[config.mk]
export PLATFORM = sky130hd
export DESIGN_NAME = basic_number_lexer
export DESIGN_NICKNAME = d
export VERILOG_FILES = /design/src/design/bnl_pkg.sv /design/src/design/basic_number_lexer.sv
export VERILOG_INCLUDE_DIRS = /design/src /design/src/design
export SDC_FILE = /design/constraint.sdc
export NUM_CORES = 1
export LEC_CHECK = 0
export ABC_CLOCK_PERIOD_IN_PS = 10800
export BUFFER_PORTS_ARGS = -buffer_cell sky130_fd_sc_hd__buf_4
export CAP_MARGIN = 40
export CELL_PAD_IN_SITES_DETAIL_PLACEMENT = 1
export CELL_PAD_IN_SITES_GLOBAL_PLACEMENT = 2
export CORE_MARGIN = 10
export CORE_UTILIZATION = 26
export CTS_CLUSTER_DIAMETER = 40
export CTS_CLUSTER_SIZE = 24
export DETAILED_ROUTE_END_ITERATION = 8
export GPL_ROUTABILITY_DRIVEN = 0
export PLACE_DENSITY_LB_ADDON = 0.1
export SYNTH_ARGS = -nofsm -noshare
export SYNTH_HDL_FRONTEND = slang
export SYNTH_SLANG_ARGS = --single-unit
[constraint.sdc]
create_clock -name clock -period 10.8 [get_ports clock]
set_input_delay 1.08 -clock clock [delete_from_list [all_inputs] [get_ports clock]]
set_output_delay 1.08 -clock clock [all_outputs]
set_load 0.005 [all_outputs]
[src/design/assert_macros.svh]
// Assertion macros used by the lexer RTL.
`ifndef ASSERT_MACROS_SVH
`define ASSERT_MACROS_SVH

// Concurrent check on the rising clock, off while reset is high.
`define ASSERT_CLK(label, prop, msg) \
   label: assert property (@(posedge clock) disable iff (reset) (prop)) \
      else $error(msg);

// Implication with the consequent checked in the cycle after the antecedent.
`define ASSERT_NEXT(label, ante, cons, msg) \
   label: assert property (@(posedge clock) disable iff (reset) (ante) |=> (cons)) \
      else $error(msg);

`endif

[src/design/bnl_pkg.sv]
// ----------------------------------------------------------------------------
// bnl_pkg
// Types and character codes for the numeric literal lexer.
// ----------------------------------------------------------------------------
`timescale 1ns / 1ps
`default_nettype none

package bnl_pkg;

   typedef enum logic [2:0] {
      MODE_IDLE     = 3'd0,
      MODE_WHOLE    = 3'd1,
      MODE_DECIMAL  = 3'd2,
      MODE_EXPSIGN  = 3'd3,
      MODE_EXPONENT = 3'd4
   } scan_mode_type;

   typedef enum logic [1:0] {
      KIND_LINE_NUMBER = 2'd0,
      KIND_NUMBER      = 2'd1,
      KIND_OTHER       = 2'd2
   } token_kind_type;

   typedef enum logic [2:0] {
      ERR_OK            = 3'd0,
      ERR_NO_FRACTION   = 3'd1,
      ERR_DIGITS_BEFORE = 3'd2,
      ERR_NO_EXPONENT   = 3'd3,
      ERR_NO_EXP_DIGITS = 3'd4
   } error_code_type;

   typedef struct packed {
      token_kind_type kind;
      error_code_type error;
      logic [11:0]    column;
      logic [7:0]     length;
      logic           last;
   } result_type;

   localparam logic [7:0] CH_POINT   = 8'h2E;
   localparam logic [7:0] CH_E_LOWER = 8'h65;
   localparam logic [7:0] CH_E_UPPER = 8'h45;
   localparam logic [7:0] CH_PLUS    = 8'h2B;
   localparam logic [7:0] CH_MINUS   = 8'h2D;
   localparam logic [7:0] CH_NEWLINE = 8'h0A;
   localparam logic [7:0] CH_SPACE   = 8'h20;
   localparam logic [7:0] CH_TAB     = 8'h09;
   localparam logic [7:0] CH_CR      = 8'h0D;
   localparam logic [7:0] CH_ZERO    = 8'h30;
   localparam logic [7:0] CH_NINE    = 8'h39;

endpackage

`default_nettype wire

[src/design/basic_number_lexer.sv]
// ----------------------------------------------------------------------------
// basic_number_lexer
// Lexes numeric literals from a character stream and reports one record
// per token: kind, error code, start column and length.
// ----------------------------------------------------------------------------
//  channel  | direction | handshake        | payload
//  req_     | in        | req_valid/ready  | ch, end_of_input
//  rsp_     | out       | rsp_valid/ready  | token_kind, error_code,
//           |           |                  | token_column, token_length,
//           |           |                  | last_of_run
//
//  One character per cycle while req_ready is high: scanner state updates
//  in the accept cycle and its records enter a 4-entry result queue,
//  drained one record per cycle while rsp_ready is high. A character may
//  yield two records; sustained rate is then bounded by the single-record
//  output port. req_ready is high while the queue has room for two records.
//  Reset is synchronous and clears the scanner and the queue.
// ----------------------------------------------------------------------------
`timescale 1ns / 1ps
`default_nettype none

`include "assert_macros.svh"

module basic_number_lexer
   import bnl_pkg::*;
#(
   parameter int MAX_COLUMN       = 4095,
   parameter int MAX_TOKEN_LENGTH = 255
) (
   input  wire logic        clock,
   input  wire logic        reset,
   input  wire logic        req_valid,
   output logic             req_ready,
   input  wire logic [7:0]  req_ch,
   input  wire logic        req_end_of_input,
   output logic             rsp_valid,
   input  wire logic        rsp_ready,
   output logic [1:0]       rsp_token_kind,
   output logic [2:0]       rsp_error_code,
   output logic [11:0]      rsp_token_column,
   output logic [7:0]       rsp_token_length,
   output logic             rsp_last_of_run
);

   localparam int COL_W = $clog2(MAX_COLUMN + 1);
   localparam int LEN_W = $clog2(MAX_TOKEN_LENGTH + 1);
   localparam logic [COL_W-1:0] COL_MAX = COL_W'(MAX_COLUMN);
   localparam logic [COL_W-1:0] COL_ONE = COL_W'(1);
   localparam logic [LEN_W-1:0] LEN_MAX = LEN_W'(MAX_TOKEN_LENGTH);
   localparam logic [LEN_W-1:0] LEN_ONE = LEN_W'(1);

   // scanner state
   scan_mode_type    mode_ff, mode_in;
   logic [COL_W-1:0] col_ff, col_in;
   logic [COL_W-1:0] start_ff, start_in;
   logic [LEN_W-1:0] count_ff, count_in;
   logic             point_ff, point_in;
   logic             exp_ff, exp_in;
   logic             frac_dig_ff, frac_dig_in;
   logic             exp_dig_ff, exp_dig_in;

   // result queue
   result_type       queue_ff [4];
   logic [1:0]       wr_ptr_ff, wr_ptr_in;
   logic [1:0]       rd_ptr_ff, rd_ptr_in;
   logic [2:0]       fill_ff, fill_in;

   logic             accept, pop;
   logic             is_digit, is_space, is_exp_mark, is_sign;
   logic             emit_num, emit_other, taken, ended;
   error_code_type   num_err;
   logic [COL_W-1:0] col_next;
   result_type       num_res, other_res, res0, res1;
   logic [1:0]       push_count;
   logic [COL_W+11:0] start_wide, col_wide;
   logic [LEN_W+7:0]  len_wide;

   function automatic error_code_type plain_end_code(scan_mode_type m, logic frac_dig,
                                                     logic exp_dig);
      error_code_type code;
      code = ERR_OK;
      case (m)
         MODE_DECIMAL:  code = frac_dig ? ERR_OK : ERR_NO_FRACTION;
         MODE_EXPSIGN:  code = ERR_NO_EXPONENT;
         MODE_EXPONENT: code = exp_dig ? ERR_OK : ERR_NO_EXP_DIGITS;
         default:       code = ERR_OK;
      endcase
      return code;
   endfunction

   assign accept = req_valid && req_ready;
   assign pop    = rsp_valid && rsp_ready;

   assign is_digit    = req_ch inside {[CH_ZERO:CH_NINE]};
   assign is_space    = (req_ch == CH_SPACE) || (req_ch inside {[CH_TAB:CH_CR]});
   assign is_exp_mark = (req_ch == CH_E_LOWER) || (req_ch == CH_E_UPPER);
   assign is_sign     = (req_ch == CH_PLUS) || (req_ch == CH_MINUS);

   assign col_next = (req_ch == CH_NEWLINE) ? COL_ONE :
                     (col_ff < COL_MAX) ? col_ff + COL_ONE : col_ff;

   always_comb begin
      mode_in     = mode_ff;
      col_in      = col_ff;
      start_in    = start_ff;
      count_in    = count_ff;
      point_in    = point_ff;
      exp_in      = exp_ff;
      frac_dig_in = frac_dig_ff;
      exp_dig_in  = exp_dig_ff;
      emit_num    = 1'b0;
      emit_other  = 1'b0;
      taken       = 1'b0;
      ended       = 1'b0;
      num_err     = ERR_OK;

      if (req_end_of_input) begin
         if (mode_ff != MODE_IDLE) begin
            emit_num = 1'b1;
            num_err  = plain_end_code(mode_ff, frac_dig_ff, exp_dig_ff);
         end
         mode_in = MODE_IDLE;
         col_in  = COL_ONE;
      end else begin
         case (mode_ff)
            MODE_WHOLE: begin
               if (is_digit) begin
                  taken = 1'b1;
               end else if (req_ch == CH_POINT) begin
                  point_in = 1'b1;
                  mode_in  = MODE_DECIMAL;
                  taken    = 1'b1;
               end else if (is_exp_mark) begin
                  exp_in  = 1'b1;
                  mode_in = MODE_EXPSIGN;
                  taken   = 1'b1;
               end else begin
                  ended = 1'b1;
               end
            end
            MODE_DECIMAL: begin
               if (is_digit) begin
                  frac_dig_in = 1'b1;
                  taken       = 1'b1;
               end else if (is_exp_mark && frac_dig_ff) begin
                  exp_in  = 1'b1;
                  mode_in = MODE_EXPSIGN;
                  taken   = 1'b1;
               end else if (is_exp_mark) begin
                  ended   = 1'b1;
                  num_err = ERR_DIGITS_BEFORE;
               end else begin
                  ended   = 1'b1;
                  num_err = plain_end_code(mode_ff, frac_dig_ff, exp_dig_ff);
               end
            end
            MODE_EXPSIGN: begin
               if (is_sign || is_digit) begin
                  exp_dig_in = is_digit ? 1'b1 : exp_dig_ff;
                  mode_in    = MODE_EXPONENT;
                  taken      = 1'b1;
               end else begin
                  ended   = 1'b1;
                  num_err = ERR_NO_EXPONENT;
               end
            end
            MODE_EXPONENT: begin
               if (is_digit) begin
                  exp_dig_in = 1'b1;
                  taken      = 1'b1;
               end else begin
                  ended   = 1'b1;
                  num_err = plain_end_code(mode_ff, frac_dig_ff, exp_dig_ff);
               end
            end
            default: begin
            end
         endcase

         if (taken) begin
            count_in = (count_ff < LEN_MAX) ? count_ff + LEN_ONE : count_ff;
            col_in   = col_next;
         end else begin
            if (ended) begin
               emit_num = 1'b1;
               mode_in  = MODE_IDLE;
            end
            // the character that ended a number is lexed on its own
            if (is_space) begin
            end else if (is_digit) begin
               mode_in     = MODE_WHOLE;
               start_in    = col_ff;
               count_in    = LEN_ONE;
               point_in    = 1'b0;
               exp_in      = 1'b0;
               frac_dig_in = 1'b0;
               exp_dig_in  = 1'b0;
            end else begin
               mode_in    = MODE_IDLE;
               emit_other = 1'b1;
            end
            col_in = col_next;
         end
      end
   end

   // records, masked to port widths
   assign start_wide = {12'b0, start_ff};
   assign col_wide   = {12'b0, col_ff};
   assign len_wide   = {8'b0, count_ff};

   always_comb begin
      num_res.kind   = (start_ff == COL_ONE && !point_ff && !exp_ff) ?
                       KIND_LINE_NUMBER : KIND_NUMBER;
      num_res.error  = num_err;
      num_res.column = start_wide[11:0];
      num_res.length = len_wide[7:0];
      num_res.last   = 1'b0;

      other_res.kind   = KIND_OTHER;
      other_res.error  = ERR_OK;
      other_res.column = col_wide[11:0];
      other_res.length = 8'd1;
      other_res.last   = 1'b1;

      res0 = emit_num ? num_res : other_res;
      res1 = other_res;
      res0.last  = !(emit_num && emit_other);
      push_count = {1'b0, emit_num} + {1'b0, emit_other};
   end

   always_comb begin
      wr_ptr_in = wr_ptr_ff;
      rd_ptr_in = rd_ptr_ff;
      fill_in   = fill_ff;
      if (accept) begin
         wr_ptr_in = wr_ptr_ff + push_count;
         fill_in   = fill_ff + {1'b0, push_count};
      end
      if (pop) begin
         rd_ptr_in = rd_ptr_ff + 2'd1;
         fill_in   = fill_in - 3'd1;
      end
   end

   always_ff @(posedge clock) begin
      if (reset) begin
         mode_ff     <= MODE_IDLE;
         col_ff      <= COL_ONE;
         start_ff    <= COL_ONE;
         count_ff    <= '0;
         point_ff    <= 1'b0;
         exp_ff      <= 1'b0;
         frac_dig_ff <= 1'b0;
         exp_dig_ff  <= 1'b0;
         wr_ptr_ff   <= '0;
         rd_ptr_ff   <= '0;
         fill_ff     <= '0;
      end else begin
         if (accept) begin
            mode_ff     <= mode_in;
            col_ff      <= col_in;
            start_ff    <= start_in;
            count_ff    <= count_in;
            point_ff    <= point_in;
            exp_ff      <= exp_in;
            frac_dig_ff <= frac_dig_in;
            exp_dig_ff  <= exp_dig_in;
         end
         wr_ptr_ff <= wr_ptr_in;
         rd_ptr_ff <= rd_ptr_in;
         fill_ff   <= fill_in;
      end
   end

   always_ff @(posedge clock) begin
      if (accept && push_count != 2'd0) begin
         queue_ff[wr_ptr_ff] <= res0;
      end
      if (accept && push_count == 2'd2) begin
         queue_ff[wr_ptr_ff + 2'd1] <= res1;
      end
   end

   assign req_ready        = (fill_ff < 3'd3);
   assign rsp_valid        = (fill_ff != 3'd0);
   assign rsp_token_kind   = queue_ff[rd_ptr_ff].kind;
   assign rsp_error_code   = queue_ff[rd_ptr_ff].error;
   assign rsp_token_column = queue_ff[rd_ptr_ff].column;
   assign rsp_token_length = queue_ff[rd_ptr_ff].length;
   assign rsp_last_of_run  = queue_ff[rd_ptr_ff].last;

   `ASSERT_CLK(a_fill_bound, fill_ff <= 3'd4 && col_ff != '0, "queue overflow or column zero")
   `ASSERT_NEXT(a_eoi_resets, accept && req_end_of_input,
      col_ff == COL_ONE && mode_ff == MODE_IDLE, "end of input did not restart column")
   `ASSERT_NEXT(a_digit_opens, accept && !req_end_of_input && mode_ff == MODE_IDLE && is_digit,
      mode_ff == MODE_WHOLE && count_ff == LEN_ONE, "digit did not open a number")
   `ASSERT_CLK(a_pair_last, !(accept && push_count == 2'd2) || (!res0.last && res1.last),
      "last_of_run misplaced in record pair")

endmodule

`default_nettype wire
After elaboration in Yosys (flattened, before gate mapping)
Memories as Yosys holds them, arrays and structs flattened. A register that Yosys moved wholly into a read port is not among the register bits. Index checks and enable logic that the tools add are counted.

Flip-flop bits (word level): 46. Bits in latches: 0. RAM bits: 104. Bits in read-only memories: 0. Input port bits: 13. Output and inout bits: 28. Logic and storage cells: 162. Memories: 1.

Add/sub/neg operators: 8. Multipliers: 0. Divide/modulo/power cells: 0. $lt $le $gt $ge: 7. Eq/ne operators: 15. Shift operators: 0. Muxes and demuxes: 91. Bitwise gates (word level): 3. Reductions and logical operators: 26.

Memory list: queue_ff (words 4, bits a word 26, rd ports 1, clocked after memory_dff 1, write ports 2, line basic_number_lexer.sv:63) `result_type queue_ff [4];`.

Operators with widths (count): 2-to-1 mux 1 bit (54); 2-to-1 mux 3 bit (16); 2-to-1 mux 12 bit (3); equality test 8 x 6 -> 1 bit (second input constant) (4); 2-to-1 mux 8 bit (4); case mux 3 bit (3 select lines) (3); 2-to-1 mux 26 bit (1); equality test 8 x 7 -> 1 bit (second input constant) (2); adder 12 x 1 -> 12 bit (second input constant) (1); equality test 12 x 1 -> 1 bit (second input constant) (1); < comparator 12 bit (second input constant) (1); 2-to-1 mux 2 bit (6); logical AND 1 bit (10); AND reduction 5 bit (2); nonzero test 3 bit (3); adder 8 x 1 -> 8 bit (second input constant) (1); equality test 8 x 4 -> 1 bit (second input constant) (1); greater-or-equal comparator 8 x 4 -> 1 bit (second input constant) (1); greater-or-equal comparator 8 x 6 -> 1 bit (second input constant) (1); less-or-equal comparator 8 x 4 -> 1 bit (second input constant) (1); less-or-equal comparator 8 x 6 -> 1 bit (second input constant) (1); < comparator 8 bit (second input constant) (1); case mux 1 bit (4 select lines) (2); equality test 3 x 2 -> 1 bit (second input constant) (2); 17 further kinds (28).

Longest topological paths before layout
Depth in word-level cells: 15. Depth in mapped cells: 15. Mapped depth without buffers: 14.

Worst setup path after synthesis
OpenSTA, ideal clock, no wires.

Path kind: input to register. Start point: in req_ch[1]. End point: mem queue_ff[0][10] (netlist name), enable pin. Arrival time: 4097 ps. Data required time: 10445 ps. Path slack: 6348 ps. Cell stages on the path: 12. Path buffers: 2. Path through: clkbuf_1 -> o21ai_1 -> a211o_1 -> a21oi_1 -> o211ai_1 -> nor3_1 -> inv_1 -> ha_1 -> or4_1 -> clkbuf_1 -> and2_1 -> inv_1.

RTL lines: from (decl) (line basic_number_lexer.sv:34) `input wire logic [7:0] req_ch,`; to (decl) (line basic_number_lexer.sv:63).

==> flow_metrics.py <==
metrics = {
    "clocking": {
        "clk_pin_slew_ns": 0.07,
        "numCtsBuffers": 17,
        "clk_latency_ns": 0.43,
        "cts.htree.levels": 4,
        "clock_path_buffers": 2,
        "cts_post_setup_buffers_inserted": 0,
        "root_buffer": "clkbuf_16",
        "cts_sinks": 152,
        "ctsResizeCount": 0,
        "cts_hold_repair.buffers": 0,
        "cts_tree": "yes",
    },
    "yosys": {
        "synth_ff_type": "dfxtp_1",
        "ys_top_cells_by_area": "dfxtp_1 29%, edfxtp_1 20%, a22o_1 10%, mux4_2 8.1%, a21oi_1 3.1%",
        "ys_warn_count": 0,
        "syn_inst": 673,
        "synth-edff-count": 48,
        "synth_area_um2": 7200,
        "seq_area_frac_synth_pct": 48.9,
        "synth-async-reset-ratio_pct": 0,
        "synth_most_common_cell": "dfxtp_1",
        "syn_nets": 695,
        "synth.distinct_cells": 67,
        "synth_top_area_cell": "dfxtp_1",
        "ys_ff_latch": 152,
        "yosysTopAreaCellShare_pct": 28.9,
        "synth_common_cells": "104 x dfxtp_1, 84 x a22o_1, 57 x nor2_1",
        "syn_area_per_cell_um2": 10.7,
    },
    "global_routing": {
        "antenna_found_initial": 0,
        "grt_overflow_total": 0,
        "grtUsageTotal_pct": 12.7,
        "grt_pass1_wl_mm": 34.8,
        "grt_max_degree": 27,
        "grt_pass1_vias": 5781,
    },
    "floorplanning": {
        "coreArea_um2": 27100,
        "die_area_um2": 34800,
        "pin_count": 41,
        "fp.dieH_um": 186,
        "num_rows": 60,
        "initial_core_util_pct": 26.6,
        "die_x_um": 186,
    },
    "detailed_routing": {
        "wire_per_inst_um": 20.7,
        "drt-initial-drc-count": 305,
        "ant_nets": 0,
        "first_pass_iters": 5,
        "via_per_inst": 5.16,
        "drcViolationCount": 0,
        "drt_wl_total_mm": 22.2,
        "vias": 5556,
    },
    "critical_path": {
        "critPathKind": "in2reg",
        "cp-end-kind": "flip-flop",
        "start_kind": "input port",
        "worstPathArrival_ns": 4.85,
        "crit_fanout": 15,
        "worstPathRequired_ns": 10.85,
        "r2r_slack_ns": 6.16,
    },
    "power_and_ir_drop": {
        "irDropWorstVdd_uv": 108,
        "p_per_area_nw_per_um2": 184,
        "p_leak_nw": 2.88,
    },
    "timing": {
        "tightest_slew_ns": 0.859,
        "setup-violations-final": 0,
        "clock-skew-final_ns": 0.0114,
        "slew_headroom_pct": 42.5,
        "rsz0062_at_grt": "no",
        "fin_hold_ws_ns": 0.461,
        "fin_setup_tns_ns": 0,
        "fmax_ghz": 0.208,
        "final-max-slew-violation-count": 0,
        "min_period_ns": 4.80,
        "hold_viol": 0,
        "post-route-period-util_pct": 44.5,
    },
    "run": {
        "cap_violations": 0,
    },
    "cells_and_area": {
        "layout-drive-gt1-share_pct": 17.3,
        "fillCellCount": 2995,
        "syn_to_final_growth_pct": 16.1,
        "fin_nets": 713,
        "diodes": 0,
    },
    "placed_design": {
        "io_buffers": 40,
        "dp_hpwl_mm": 15.8,
    },
    "status": {
        "status": "finished, final reports clean",
    },
    "hold_path": {
        "hp-class": "reg2reg",
    },
}
critical path: stages:
cell,delay [ns]
buf_4,0.14
and4bb_2,0.27
a211o_1,0.29
a21oi_1,0.48
o211ai_1,0.28
nor3_1,0.39
inv_1,0.09
ha_1,0.28
or4_1,0.61
and2_1,0.35
inv_1,0.57
area by class of cell:
type | count | area [um^2] | share of cell area, %
clock inverter | 14 | 101 | 1.21
inverter | 21 | 80.1 | 0.958
sequential | 152 | 3520 | 42.2
multi-input combinational | 450 | 3380 | 40.4
timing repair buffer | 49 | 377 | 4.51
clock buffer | 18 | 429 | 5.13
tap | 372 | 465 | 5.57
cell families (layout without fill, tap and decap cells):
family / after synthesis / count (layout) / synth area share (%)
multiplexers: 32 / 32 / 8.96
AND/OR/NAND/NOR: 210 / 210 / 14.9
AO/OA/AOI/OAI: 182 / 182 / 19.3
flip-flops: 152 / 152 / 48.9
buffers and inverters: 71 / 102 / 4.31
XOR/XNOR: 17 / 17 / 2.07
adder cells (fa/ha/maj): 9 / 9 / 1.56
cell usage in the layout, fill, tap and decap left out, types with 5 or more instances in the layout:
master       n
a21oi_1     44
a22o_1      84
and2_1       7
buf_4       47
clkbuf_16   17
dfxtp_1    103
edfxtp_1    48
ha_1         9
inv_1       20
mux2i_1      6
mux4_2      26
nand2_1     55
nand2b_1     5
nand3_1      8
nand4_1      6
nor2_1      57
nor2b_1      6
nor3_1      17
nor4_1       6
o21ai_0     11
or3_1        7
or4_1        6
xnor2_1     13
through the flow:
step	util [%]	instances	power, mW	setup WS (ns)	cell area [um^2]
after floorplan	-	673	0.880	6.35	7200
after CTS	30.8	1074	1.57	6.04	8340
after global routing	30.8	1076	1.62	5.67	8360
final	30.8	1076	1.54	6.00	8360
after global placement	28.7	1039	0.998	5.69	7780
after detailed placement	28.8	1042	1.01	5.59	7810
flip-flops by register name (all words and copies together) (netlist names), 2 cells and up, named ones only:
register,count
col_ff,12
count_ff,8
fill_ff,3
mode_ff,3
queue_ff,104
rd_ptr_ff,2
start_ff,12
wr_ptr_ff,2
routing by layer:
metal	wire length, um	global-route usage [%]	up-vias
met5	0	0	-
met4	216	4.03	0
met3	611	2.36	17
met2	10200	19.8	82
met1	11200	17.3	2869
li1	-	-	2588
power breakdown:
| part | switching, mW | internal [mW] |
|---|---|---|
| clock network | 0.251 | 0.295 |
| registers | 0.0386 | 0.637 |
| logic | 0.169 | 0.148 |
worst paths after layout:
kind	startpoint	end	cells after the start
worst min register to register	queue_ff[1][25]$_SDFFE_PP1N_	queue_ff[1][25]$_SDFFE_PP1N_	2
worst max-delay path	req_ch[5]	queue_ff[0][11]$_DFFE_PP_	11
worst max register to register	mode_ff[1]$_SDFFE_PP0P_	queue_ff[0][11]$_DFFE_PP_	10
worst min-delay path	queue_ff[1][25]$_SDFFE_PP1N_	queue_ff[1][25]$_SDFFE_PP1N_	2
Note: power is estimated with default switching activity, not from simulation.
